**config.mk**
```make
export PLATFORM = sky130hd
export DESIGN_NAME = indexed_shift_vector_table
export DESIGN_NICKNAME = d
export VERILOG_FILES = /design/src/rtl/isvt_pkg.sv /design/src/rtl/indexed_shift_vector_table.sv /design/src/rtl/isvt_ram.sv /design/src/rtl/isvt_ctrl.sv /design/src/rtl/isvt_dpath.sv
export SDC_FILE = /design/constraint.sdc
export NUM_CORES = 2
export LEC_CHECK = 0
export BUFFER_PORTS_ARGS = -buffer_cell sky130_fd_sc_hd__buf_4
export CAP_MARGIN = 0
export CELL_PAD_IN_SITES_DETAIL_PLACEMENT = 1
export CELL_PAD_IN_SITES_GLOBAL_PLACEMENT = 1
export CORE_ASPECT_RATIO = 1.75
export CORE_MARGIN = 2
export CORE_UTILIZATION = 54
export CTS_CLUSTER_SIZE = 8
export DETAILED_ROUTE_END_ITERATION = 8
export GPL_ROUTABILITY_DRIVEN = 0
export PLACE_DENSITY_LB_ADDON = 0.1
export RECOVER_POWER = 25
export SKIP_LAST_GASP = 1
export SYNTH_ARGS = -nofsm -noshare
export SYNTH_HDL_FRONTEND = slang
export SYNTH_SLANG_ARGS = --single-unit
```
**constraint.sdc**
```tcl
create_clock -name clock -period 7.68 [get_ports clock]
set_input_delay 1.536 -clock clock [delete_from_list [all_inputs] [get_ports clock]]
set_output_delay 1.536 -clock clock [all_outputs]
set_load 0.05 [all_outputs]
```
**src/rtl/isvt_pkg.sv**
```systemverilog
package isvt_pkg;

   typedef enum logic [2:0] {
      FN_GET        = 3'd0,
      FN_SET        = 3'd1,
      FN_PUSH_BACK  = 3'd2,
      FN_POP_BACK   = 3'd3,
      FN_PUSH_FRONT = 3'd4,
      FN_POP_FRONT  = 3'd5,
      FN_INSERT     = 3'd6,
      FN_DELETE     = 3'd7
   } func_type;

   typedef enum logic [1:0] {
      ST_OK    = 2'd0,
      ST_RANGE = 2'd1,
      ST_EMPTY = 2'd2,
      ST_FULL  = 2'd3
   } status_type;

   typedef enum logic [3:0] {
      S_IDLE,
      S_CHECK,
      S_CAPTURE,
      S_UP_RD,
      S_UP_WR,
      S_WRITE,
      S_DN_RD,
      S_DN_WR,
      S_RESP
   } state_type;

   // read address source
   typedef enum logic [2:0] {
      RD_POS,
      RD_LAST,
      RD_ZERO,
      RD_IDX_DN,
      RD_IDX_UP
   } rd_sel_type;

   // write address / data source
   typedef enum logic [1:0] {
      WR_POS_ITEM,
      WR_COUNT_ITEM,
      WR_ZERO_ITEM,
      WR_IDX_SHIFT
   } wr_sel_type;

   typedef enum logic [2:0] {
      IDX_HOLD,
      IDX_LOAD_COUNT,
      IDX_LOAD_POS,
      IDX_LOAD_ZERO,
      IDX_DEC,
      IDX_INC
   } idx_op_type;

   typedef enum logic [1:0] {
      CNT_HOLD,
      CNT_INC,
      CNT_DEC
   } cnt_op_type;

   typedef struct packed {
      logic       load_req;
      logic       rd_en;
      rd_sel_type rd_sel;
      logic       capture;
      logic       wr_en;
      wr_sel_type wr_sel;
      idx_op_type idx_op;
      cnt_op_type cnt_op;
      logic       rsp_load;
      status_type rsp_status;
      logic       rsp_use_read;
   } cmd_type;

   typedef struct packed {
      logic in_range;
      logic full;
      logic empty;
      logic idx_gt_pos;
      logic idx_nonzero;
      logic dn_more;
   } sts_type;

endpackage

```
**src/rtl/indexed_shift_vector_table.sv**
```systemverilog
// Ordered table of signed entries with a fill count.
// Request channel (req_*): func, position, item_value, one operation per
// transaction: get, set, push/pop back, push/pop front, insert, delete.
// Response channel (rsp_*): exactly one transaction per request, carrying
// the value read or popped, a status code, the count after the request and
// an empty flag. Failed requests leave the table untouched.
// Shifts move one entry at a time, with one RAM read and one RAM write per
// entry (the RAM has one port of each). One request in flight at a time:
// req_ready is high only while the controller is idle, so the next
// transaction can be accepted in the same cycle that rsp_valid rises.
// Reset clears the count and the handshake state; RAM contents are not
// cleared, entries at or past the count are never read.
// Receiver stall: a finished response sits in the output register; the
// block still accepts the next request and works on it, and only holds off
// loading its response until the pending one is taken.
module indexed_shift_vector_table #(
   parameter int DEPTH      = 64,
   parameter int DATA_WIDTH = 32
) (
   input  logic                       clock,
   input  logic                       reset,
   input  logic                       req_valid,
   output logic                       req_ready,
   input  logic [2:0]                 req_func,
   input  logic [$clog2(DEPTH)-1:0]   req_position,
   input  logic [DATA_WIDTH-1:0]      req_item_value,
   output logic                       rsp_valid,
   input  logic                       rsp_ready,
   output logic [DATA_WIDTH-1:0]      rsp_read_value,
   output logic [1:0]                 rsp_status,
   output logic [$clog2(DEPTH+1)-1:0] rsp_count,
   output logic                       rsp_is_empty
);

   import isvt_pkg::*;

   cmd_type cmd;  // controller -> datapath
   sts_type sts;  // datapath -> controller flags

   // sequencer: request decode, shift loops, response hand-off
   isvt_ctrl u_ctrl (
      .clock     (clock),
      .reset     (reset),
      .req_valid (req_valid),
      .req_ready (req_ready),
      .req_func  (req_func),
      .rsp_valid (rsp_valid),
      .rsp_ready (rsp_ready),
      .cmd       (cmd),
      .sts       (sts)
   );

   // entry RAM, count, shift index and response registers
   isvt_dpath #(
      .DEPTH      (DEPTH),
      .DATA_WIDTH (DATA_WIDTH)
   ) u_dpath (
      .clock          (clock),
      .reset          (reset),
      .req_position   (req_position),
      .req_item_value (req_item_value),
      .cmd            (cmd),
      .sts            (sts),
      .rsp_read_value (rsp_read_value),
      .rsp_status     (rsp_status),
      .rsp_count      (rsp_count),
      .rsp_is_empty   (rsp_is_empty)
   );

endmodule

```
**src/rtl/isvt_ram.sv**
```systemverilog
module isvt_ram #(
   parameter int WIDTH = 32,
   parameter int DEPTH = 64
) (
   input  logic                     clock,
   input  logic                     wr_en,
   input  logic [$clog2(DEPTH)-1:0] wr_addr,
   input  logic [WIDTH-1:0]         wr_data,
   input  logic                     rd_en,
   input  logic [$clog2(DEPTH)-1:0] rd_addr,
   output logic [WIDTH-1:0]         rd_data
);

   logic [WIDTH-1:0] mem_ff [DEPTH];
   logic [WIDTH-1:0] rd_data_ff;

   always_ff @(posedge clock) begin
      if (wr_en) begin
         mem_ff[wr_addr] <= wr_data;
      end
      if (rd_en) begin
         rd_data_ff <= mem_ff[rd_addr];
      end
   end

   assign rd_data = rd_data_ff;

endmodule

```
**src/rtl/isvt_ctrl.sv**
```systemverilog
module isvt_ctrl (
   input  logic              clock,
   input  logic              reset,
   input  logic              req_valid,
   output logic              req_ready,
   input  logic [2:0]        req_func,
   output logic              rsp_valid,
   input  logic              rsp_ready,
   output isvt_pkg::cmd_type cmd,
   input  isvt_pkg::sts_type sts
);

   import isvt_pkg::*;

   state_type  state_ff, state_in;
   func_type   func_ff, func_in;
   status_type err_ff, err_in;
   logic       rsp_valid_ff, rsp_valid_in;
   logic       up_more;

   always_ff @(posedge clock) begin
      if (reset) begin
         state_ff     <= S_IDLE;
         rsp_valid_ff <= 1'b0;
      end else begin
         state_ff     <= state_in;
         rsp_valid_ff <= rsp_valid_in;
      end
      func_ff <= func_in;
      err_ff  <= err_in;
   end

   // shift-up stops at slot 0 for push front, at the insert point otherwise
   assign up_more = (func_ff == FN_PUSH_FRONT) ? sts.idx_nonzero : sts.idx_gt_pos;

   always_comb begin
      state_in         = state_ff;
      func_in          = func_ff;
      err_in           = err_ff;
      req_ready        = 1'b0;
      cmd.load_req     = 1'b0;
      cmd.rd_en        = 1'b0;
      cmd.rd_sel       = RD_POS;
      cmd.capture      = 1'b0;
      cmd.wr_en        = 1'b0;
      cmd.wr_sel       = WR_POS_ITEM;
      cmd.idx_op       = IDX_HOLD;
      cmd.cnt_op       = CNT_HOLD;
      cmd.rsp_load     = 1'b0;
      cmd.rsp_status   = err_ff;
      cmd.rsp_use_read = (err_ff == ST_OK) &&
                         (func_ff == FN_GET || func_ff == FN_POP_BACK ||
                          func_ff == FN_POP_FRONT);

      unique case (state_ff)
         S_IDLE: begin
            req_ready = 1'b1;
            if (req_valid) begin
               func_in      = func_type'(req_func);
               err_in       = ST_OK;
               cmd.load_req = 1'b1;
               state_in     = S_CHECK;
            end
         end
         S_CHECK: begin
            unique case (func_ff)
               FN_GET: begin
                  if (sts.in_range) begin
                     cmd.rd_en  = 1'b1;
                     cmd.rd_sel = RD_POS;
                     state_in   = S_CAPTURE;
                  end else begin
                     err_in   = ST_RANGE;
                     state_in = S_RESP;
                  end
               end
               FN_SET: begin
                  if (sts.in_range) begin
                     cmd.wr_en  = 1'b1;
                     cmd.wr_sel = WR_POS_ITEM;
                  end else begin
                     err_in = ST_RANGE;
                  end
                  state_in = S_RESP;
               end
               FN_PUSH_BACK: begin
                  if (sts.full) begin
                     err_in = ST_FULL;
                  end else begin
                     cmd.wr_en  = 1'b1;
                     cmd.wr_sel = WR_COUNT_ITEM;
                     cmd.cnt_op = CNT_INC;
                  end
                  state_in = S_RESP;
               end
               FN_POP_BACK: begin
                  if (sts.empty) begin
                     err_in   = ST_EMPTY;
                     state_in = S_RESP;
                  end else begin
                     cmd.rd_en  = 1'b1;
                     cmd.rd_sel = RD_LAST;
                     state_in   = S_CAPTURE;
                  end
               end
               FN_PUSH_FRONT: begin
                  if (sts.full) begin
                     err_in   = ST_FULL;
                     state_in = S_RESP;
                  end else begin
                     cmd.idx_op = IDX_LOAD_COUNT;
                     state_in   = S_UP_RD;
                  end
               end
               FN_POP_FRONT: begin
                  if (sts.empty) begin
                     err_in   = ST_EMPTY;
                     state_in = S_RESP;
                  end else begin
                     cmd.rd_en  = 1'b1;
                     cmd.rd_sel = RD_ZERO;
                     state_in   = S_CAPTURE;
                  end
               end
               FN_INSERT: begin
                  if (!sts.in_range) begin
                     err_in   = ST_RANGE;
                     state_in = S_RESP;
                  end else if (sts.full) begin
                     err_in   = ST_FULL;
                     state_in = S_RESP;
                  end else begin
                     cmd.idx_op = IDX_LOAD_COUNT;
                     state_in   = S_UP_RD;
                  end
               end
               FN_DELETE: begin
                  if (!sts.in_range) begin
                     err_in   = ST_RANGE;
                     state_in = S_RESP;
                  end else begin
                     cmd.idx_op = IDX_LOAD_POS;
                     state_in   = S_DN_RD;
                  end
               end
               default: begin
                  state_in = S_RESP;
               end
            endcase
         end
         S_CAPTURE: begin
            cmd.capture = 1'b1;
            case (func_ff)
               FN_POP_BACK: begin
                  cmd.cnt_op = CNT_DEC;
                  state_in   = S_RESP;
               end
               FN_POP_FRONT: begin
                  cmd.idx_op = IDX_LOAD_ZERO;
                  state_in   = S_DN_RD;
               end
               default: begin
                  state_in = S_RESP;
               end
            endcase
         end
         S_UP_RD: begin
            if (up_more) begin
               cmd.rd_en  = 1'b1;
               cmd.rd_sel = RD_IDX_DN;
               state_in   = S_UP_WR;
            end else begin
               state_in = S_WRITE;
            end
         end
         S_UP_WR: begin
            cmd.wr_en  = 1'b1;
            cmd.wr_sel = WR_IDX_SHIFT;
            cmd.idx_op = IDX_DEC;
            state_in   = S_UP_RD;
         end
         S_WRITE: begin
            cmd.wr_en  = 1'b1;
            cmd.wr_sel = (func_ff == FN_PUSH_FRONT) ? WR_ZERO_ITEM : WR_POS_ITEM;
            cmd.cnt_op = CNT_INC;
            state_in   = S_RESP;
         end
         S_DN_RD: begin
            if (sts.dn_more) begin
               cmd.rd_en  = 1'b1;
               cmd.rd_sel = RD_IDX_UP;
               state_in   = S_DN_WR;
            end else begin
               cmd.cnt_op = CNT_DEC;
               state_in   = S_RESP;
            end
         end
         S_DN_WR: begin
            cmd.wr_en  = 1'b1;
            cmd.wr_sel = WR_IDX_SHIFT;
            cmd.idx_op = IDX_INC;
            state_in   = S_DN_RD;
         end
         S_RESP: begin
            // wait for the output register to free up
            if (!rsp_valid_ff || rsp_ready) begin
               cmd.rsp_load = 1'b1;
               state_in     = S_IDLE;
            end
         end
         default: begin
            state_in = S_IDLE;
         end
      endcase

      if (cmd.rsp_load) begin
         rsp_valid_in = 1'b1;
      end else if (rsp_ready) begin
         rsp_valid_in = 1'b0;
      end else begin
         rsp_valid_in = rsp_valid_ff;
      end
   end

   assign rsp_valid = rsp_valid_ff;

endmodule

```
**src/rtl/isvt_dpath.sv**
```systemverilog
module isvt_dpath #(
   parameter int DEPTH      = 64,
   parameter int DATA_WIDTH = 32
) (
   input  logic                         clock,
   input  logic                         reset,
   input  logic [$clog2(DEPTH)-1:0]     req_position,
   input  logic [DATA_WIDTH-1:0]        req_item_value,
   input  isvt_pkg::cmd_type            cmd,
   output isvt_pkg::sts_type            sts,
   output logic [DATA_WIDTH-1:0]        rsp_read_value,
   output logic [1:0]                   rsp_status,
   output logic [$clog2(DEPTH+1)-1:0]   rsp_count,
   output logic                         rsp_is_empty
);

   import isvt_pkg::*;

   localparam int AW = $clog2(DEPTH);
   localparam int CW = $clog2(DEPTH + 1);

   logic [AW-1:0]         pos_ff;
   logic [DATA_WIDTH-1:0] item_ff;
   logic [CW-1:0]         count_ff, count_in;
   logic [CW-1:0]         idx_ff, idx_in;
   logic [DATA_WIDTH-1:0] hold_ff;
   logic [DATA_WIDTH-1:0] rsp_value_ff;
   logic [1:0]            rsp_status_ff;
   logic [CW-1:0]         rsp_count_ff;
   logic                  rsp_empty_ff;

   logic [CW-1:0]         pos_ext;
   logic [CW-1:0]         rd_idx;
   logic [AW-1:0]         rd_addr;
   logic [AW-1:0]         wr_addr;
   logic [DATA_WIDTH-1:0] wr_data;
   logic [DATA_WIDTH-1:0] rd_data;

   assign pos_ext = CW'(pos_ff);

   // status toward the controller
   assign sts.in_range    = pos_ext < count_ff;
   assign sts.full        = count_ff == CW'(DEPTH);
   assign sts.empty       = count_ff == '0;
   assign sts.idx_gt_pos  = idx_ff > pos_ext;
   assign sts.idx_nonzero = idx_ff != '0;
   assign sts.dn_more     = ({1'b0, idx_ff} + (CW+1)'(1)) < {1'b0, count_ff};

   always_comb begin
      case (cmd.rd_sel)
         RD_POS:    rd_idx = pos_ext;
         RD_LAST:   rd_idx = count_ff - CW'(1);
         RD_ZERO:   rd_idx = '0;
         RD_IDX_DN: rd_idx = idx_ff - CW'(1);
         RD_IDX_UP: rd_idx = idx_ff + CW'(1);
         default:   rd_idx = '0;
      endcase
      rd_addr = rd_idx[AW-1:0];

      case (cmd.wr_sel)
         WR_POS_ITEM: begin
            wr_addr = pos_ff;
            wr_data = item_ff;
         end
         WR_COUNT_ITEM: begin
            wr_addr = count_ff[AW-1:0];
            wr_data = item_ff;
         end
         WR_ZERO_ITEM: begin
            wr_addr = '0;
            wr_data = item_ff;
         end
         default: begin
            wr_addr = idx_ff[AW-1:0];
            wr_data = rd_data;
         end
      endcase

      case (cmd.idx_op)
         IDX_LOAD_COUNT: idx_in = count_ff;
         IDX_LOAD_POS:   idx_in = pos_ext;
         IDX_LOAD_ZERO:  idx_in = '0;
         IDX_DEC:        idx_in = idx_ff - CW'(1);
         IDX_INC:        idx_in = idx_ff + CW'(1);
         default:        idx_in = idx_ff;
      endcase

      case (cmd.cnt_op)
         CNT_INC: count_in = count_ff + CW'(1);
         CNT_DEC: count_in = count_ff - CW'(1);
         default: count_in = count_ff;
      endcase
   end

   always_ff @(posedge clock) begin
      if (reset) begin
         count_ff <= '0;
      end else begin
         count_ff <= count_in;
      end
      idx_ff <= idx_in;
      if (cmd.load_req) begin
         pos_ff  <= req_position;
         item_ff <= req_item_value;
      end
      if (cmd.capture) begin
         hold_ff <= rd_data;
      end
      if (cmd.rsp_load) begin
         rsp_value_ff  <= cmd.rsp_use_read ? hold_ff : '0;
         rsp_status_ff <= cmd.rsp_status;
         rsp_count_ff  <= count_ff;
         rsp_empty_ff  <= count_ff == '0;
      end
   end

   isvt_ram #(
      .WIDTH (DATA_WIDTH),
      .DEPTH (DEPTH)
   ) u_ram (
      .clock   (clock),
      .wr_en   (cmd.wr_en),
      .wr_addr (wr_addr),
      .wr_data (wr_data),
      .rd_en   (cmd.rd_en),
      .rd_addr (rd_addr),
      .rd_data (rd_data)
   );

   assign rsp_read_value = rsp_value_ff;
   assign rsp_status     = rsp_status_ff;
   assign rsp_count      = rsp_count_ff;
   assign rsp_is_empty   = rsp_empty_ff;

endmodule

```
==> run summary <==
CTS tree - yes
Crit Path Category - flip-flop to flip-flop
Die W - 308.5 um
Dpl cell area - 91450 sq um
DRT antenna net count - 0
Core area - 161300 sq um
Post-CTS sizing - 0
Largest net degree at the start of global routing - 150
WL per Instance - 33.57 um
Final worst slack - 0.7026 ns
Reg2reg setup slack - 0.70 ns
Number of synthesized flops with an enable pin - 2204
DP HPWL - 156900 um
Final Skew - 0.04852 ns
Final nets - 5794
Post-Place Worst Slack - 1.065 ns
Area leader, netlist - edfxtp_1
Post-Syn Area - 87610 sq um
Total track usage - 32.38%
Mapped Cells - 5485
Worst reg2reg path startpoint - u_ctrl.state_ff[2]
Global-route wire length before repair - 384100 um
Final Slew Violations - 708
# rows - 195
Final instance area - 99670 sq um
Most common cell in the synthesized netlist - edfxtp_1
Yosys warns - 0
Postcts setup bufs - 0
Buffers on Ports - 88
Initial Util - 54.33%
Seq/Total Area, Yosys - 75.81%
WP data arrival - 7.12 ns
Top post-synthesis cells by count - 2204 x edfxtp_1, 881 x nand2_1, 436 x nand3_1
DRT Pass-1 Iters - 6
Setup crit start - u_ctrl.state_ff[2]
Clock Tree Buf Depth - 4
Worst-margin pin slew - 3.172 ns
I/O pin total - 89
Clock sinks - 2216
Synth Flop Type - edfxtp_1
Fmax - 0.1433 GHz
Clock-pin slew on the worst setup and hold paths - 0.05 ns
Status - finished, violations left
R2r endpoint - u_dpath.u_ram.mem_ff[29][30]
Hold Path Class - flip-flop to flip-flop
Async S/R FF share, synth - 0%
WHS - 0.5141 ns
FF-to-FF path depth - 7
H-tree depth - 5
Crit Path Max Fanout - 64
Crit path to - u_dpath.u_ram.mem_ff[29][30]
Worst skew pair latency - 0.84 ns
Vias - 51509
DIE AREA - 165600 sq um
Layout area overhead - 13.76%
Hold Startpoint - u_dpath.hold_ff[12]
Failing checks - max-capacitance violations, max-slew violations
Layout fillers - 14161
Synth area leaders - edfxtp_1 76%, nand2_1 3.8%, mux2i_1 3.1%, nand3_1 2.5%, mux4_2 2.4%
Initial antenna violation count - 13
Syn nets - 5552
Flops & latches, synth - 2216
Grt total ovfl - 0
CTS Root Cell - clkbuf_16
Drt total wl - 266800 um
Vias in the first global route - 55530
Setup_tns - 0 ns
CTS buffer count - 319
Height of the die - 536.9 um
Leak Pwr - 32.91 nW
CP Capture Type - flip-flop
Worst slew margin - -111.5%
Share of layout cells above drive strength 1 - 16.24%
Hold Path Cell Cnt - 1
Post-synth top area share - 75.54%
CP Launch Type - flip-flop
Hold buffers post-CTS - 0
RSZ-0062 raised after global routing - false
Vias per cell - 6.481
Pwr dens - 308.3 nW/um^2
DR iter-0 viols - 5249
CP required - 7.83 ns
Syn avg cell area - 15.97 sq um
Worst VDD drop - 195.5 uV
Ratio of final minimum period to clock period - 90.85%
Max-cap violations - 13
Crit path time final - 6.977 ns
DR DRC count - 0
Netlist cell types - 82
Final Hold Fails - 0
Final setup viols - 0
cell families (layout without fill, tap and decap cells):
family	after synthesis	in the layout	share of synthesized area, %
xor gates and xnor gates	18	18	0.1799
other	0	6	0
buffers and inverters	364	654	2.132
DFF	2216	2216	75.81
AOI/OAI and AO/OA	564	564	4.826
and+or+nand+nor	1805	1805	9.537
adders and majority gates	22	22	0.3142
muxes	496	496	7.198
routing by layer:
layer	wire (um)	global-route usage, %	up-vias
li1	-	-	21599
met1	96390	38.57	26980
met2	139700	57.60	2256
met3	17300	4.842	672
met4	13410	15.44	2
met5	8	0	-
metrics by stage:
stage,power (mW),instances,utilization [%]
after floorplan,16.88,5485,-
after global placement,18.46,7573,56.71
after detailed placement,18.57,7573,56.71
after CTS,30.83,7942,61.94
after global routing,31.51,7946,61.80
final,30.73,7948,61.80
worst max-delay path, stage by stage (launching register included):
cell,delay (ns)
dfxtp_1,0.53
nor2b_1,0.48
nand3_1,0.30
nand2_1,0.19
clkbuf_1,2.07
nand2_1,0.25
nand2_2,0.18
clkbuf_1,2.22
cells in the final DEF (no fill, tap or decap), drive strengths merged, types with 29 or more instances in the layout:
cell type	Yosys	routed
clkbuf	165	460
a22o	31	31
edfxtp	2204	2204
o21ai	47	47
mux2	129	129
a31oi	40	40
a221oi	65	65
nand3	437	437
a21oi	123	123
nor4bb	29	29
a32o	32	32
nor2	206	206
mux2i	273	273
nand4b	31	31
inv	25	33
nor4b	32	32
a32oi	78	78
and2	34	34
mux4	94	94
or3	44	44
o211ai	64	64
o22ai	42	42
buf	174	157
nand2	881	881
flip-flops by register name, indices dropped and copies added (netlist names), 4 cells and up:
signal                  cells
u_dpath.rsp_read_value     32
u_dpath.count_ff            7
u_ctrl.state_ff             4
u_dpath.u_ram.mem_ff     2048
u_dpath.item_ff            32
u_dpath.rsp_count           7
u_dpath.u_ram.rd_data      32
u_dpath.hold_ff            32
u_dpath.pos_ff              6
u_dpath.idx_ff              7
power breakdown:
part / switching [mW] / internal (mW)
combinational: 3.14 / 1.20
sequential: 0.0994 / 14.0
clock: 4.81 / 7.51
how the worst min path moves through the flow:
stage | end | slack, ns
after floorplan | u_dpath.rsp_count[2] | 0.40
after global placement | u_dpath.rsp_read_value[17] | 0.50
after detailed placement | u_dpath.rsp_read_value[0] | 0.51
after CTS | u_dpath.rsp_read_value[0] | 0.52
after global routing | u_dpath.rsp_read_value[0] | 0.53
final | u_dpath.rsp_read_value[12] | 0.51
area by class of cell:
class | count | area, sq um | share of cell area, %
Clock buffer | 357 | 8317 | 8.345
Antenna cell | 6 | 15.01 | 0.01506
Timing Repair Buffer | 260 | 1974 | 1.981
Sequential cell | 2216 | 66420 | 66.65
Inverter | 25 | 93.84 | 0.09415
Tap cell | 2167 | 2711 | 2.720
Clock inverter | 12 | 127.6 | 0.1280
Multi-Input combinational cell | 2905 | 20000 | 20.07
Power figures use the tool's default switching activity.
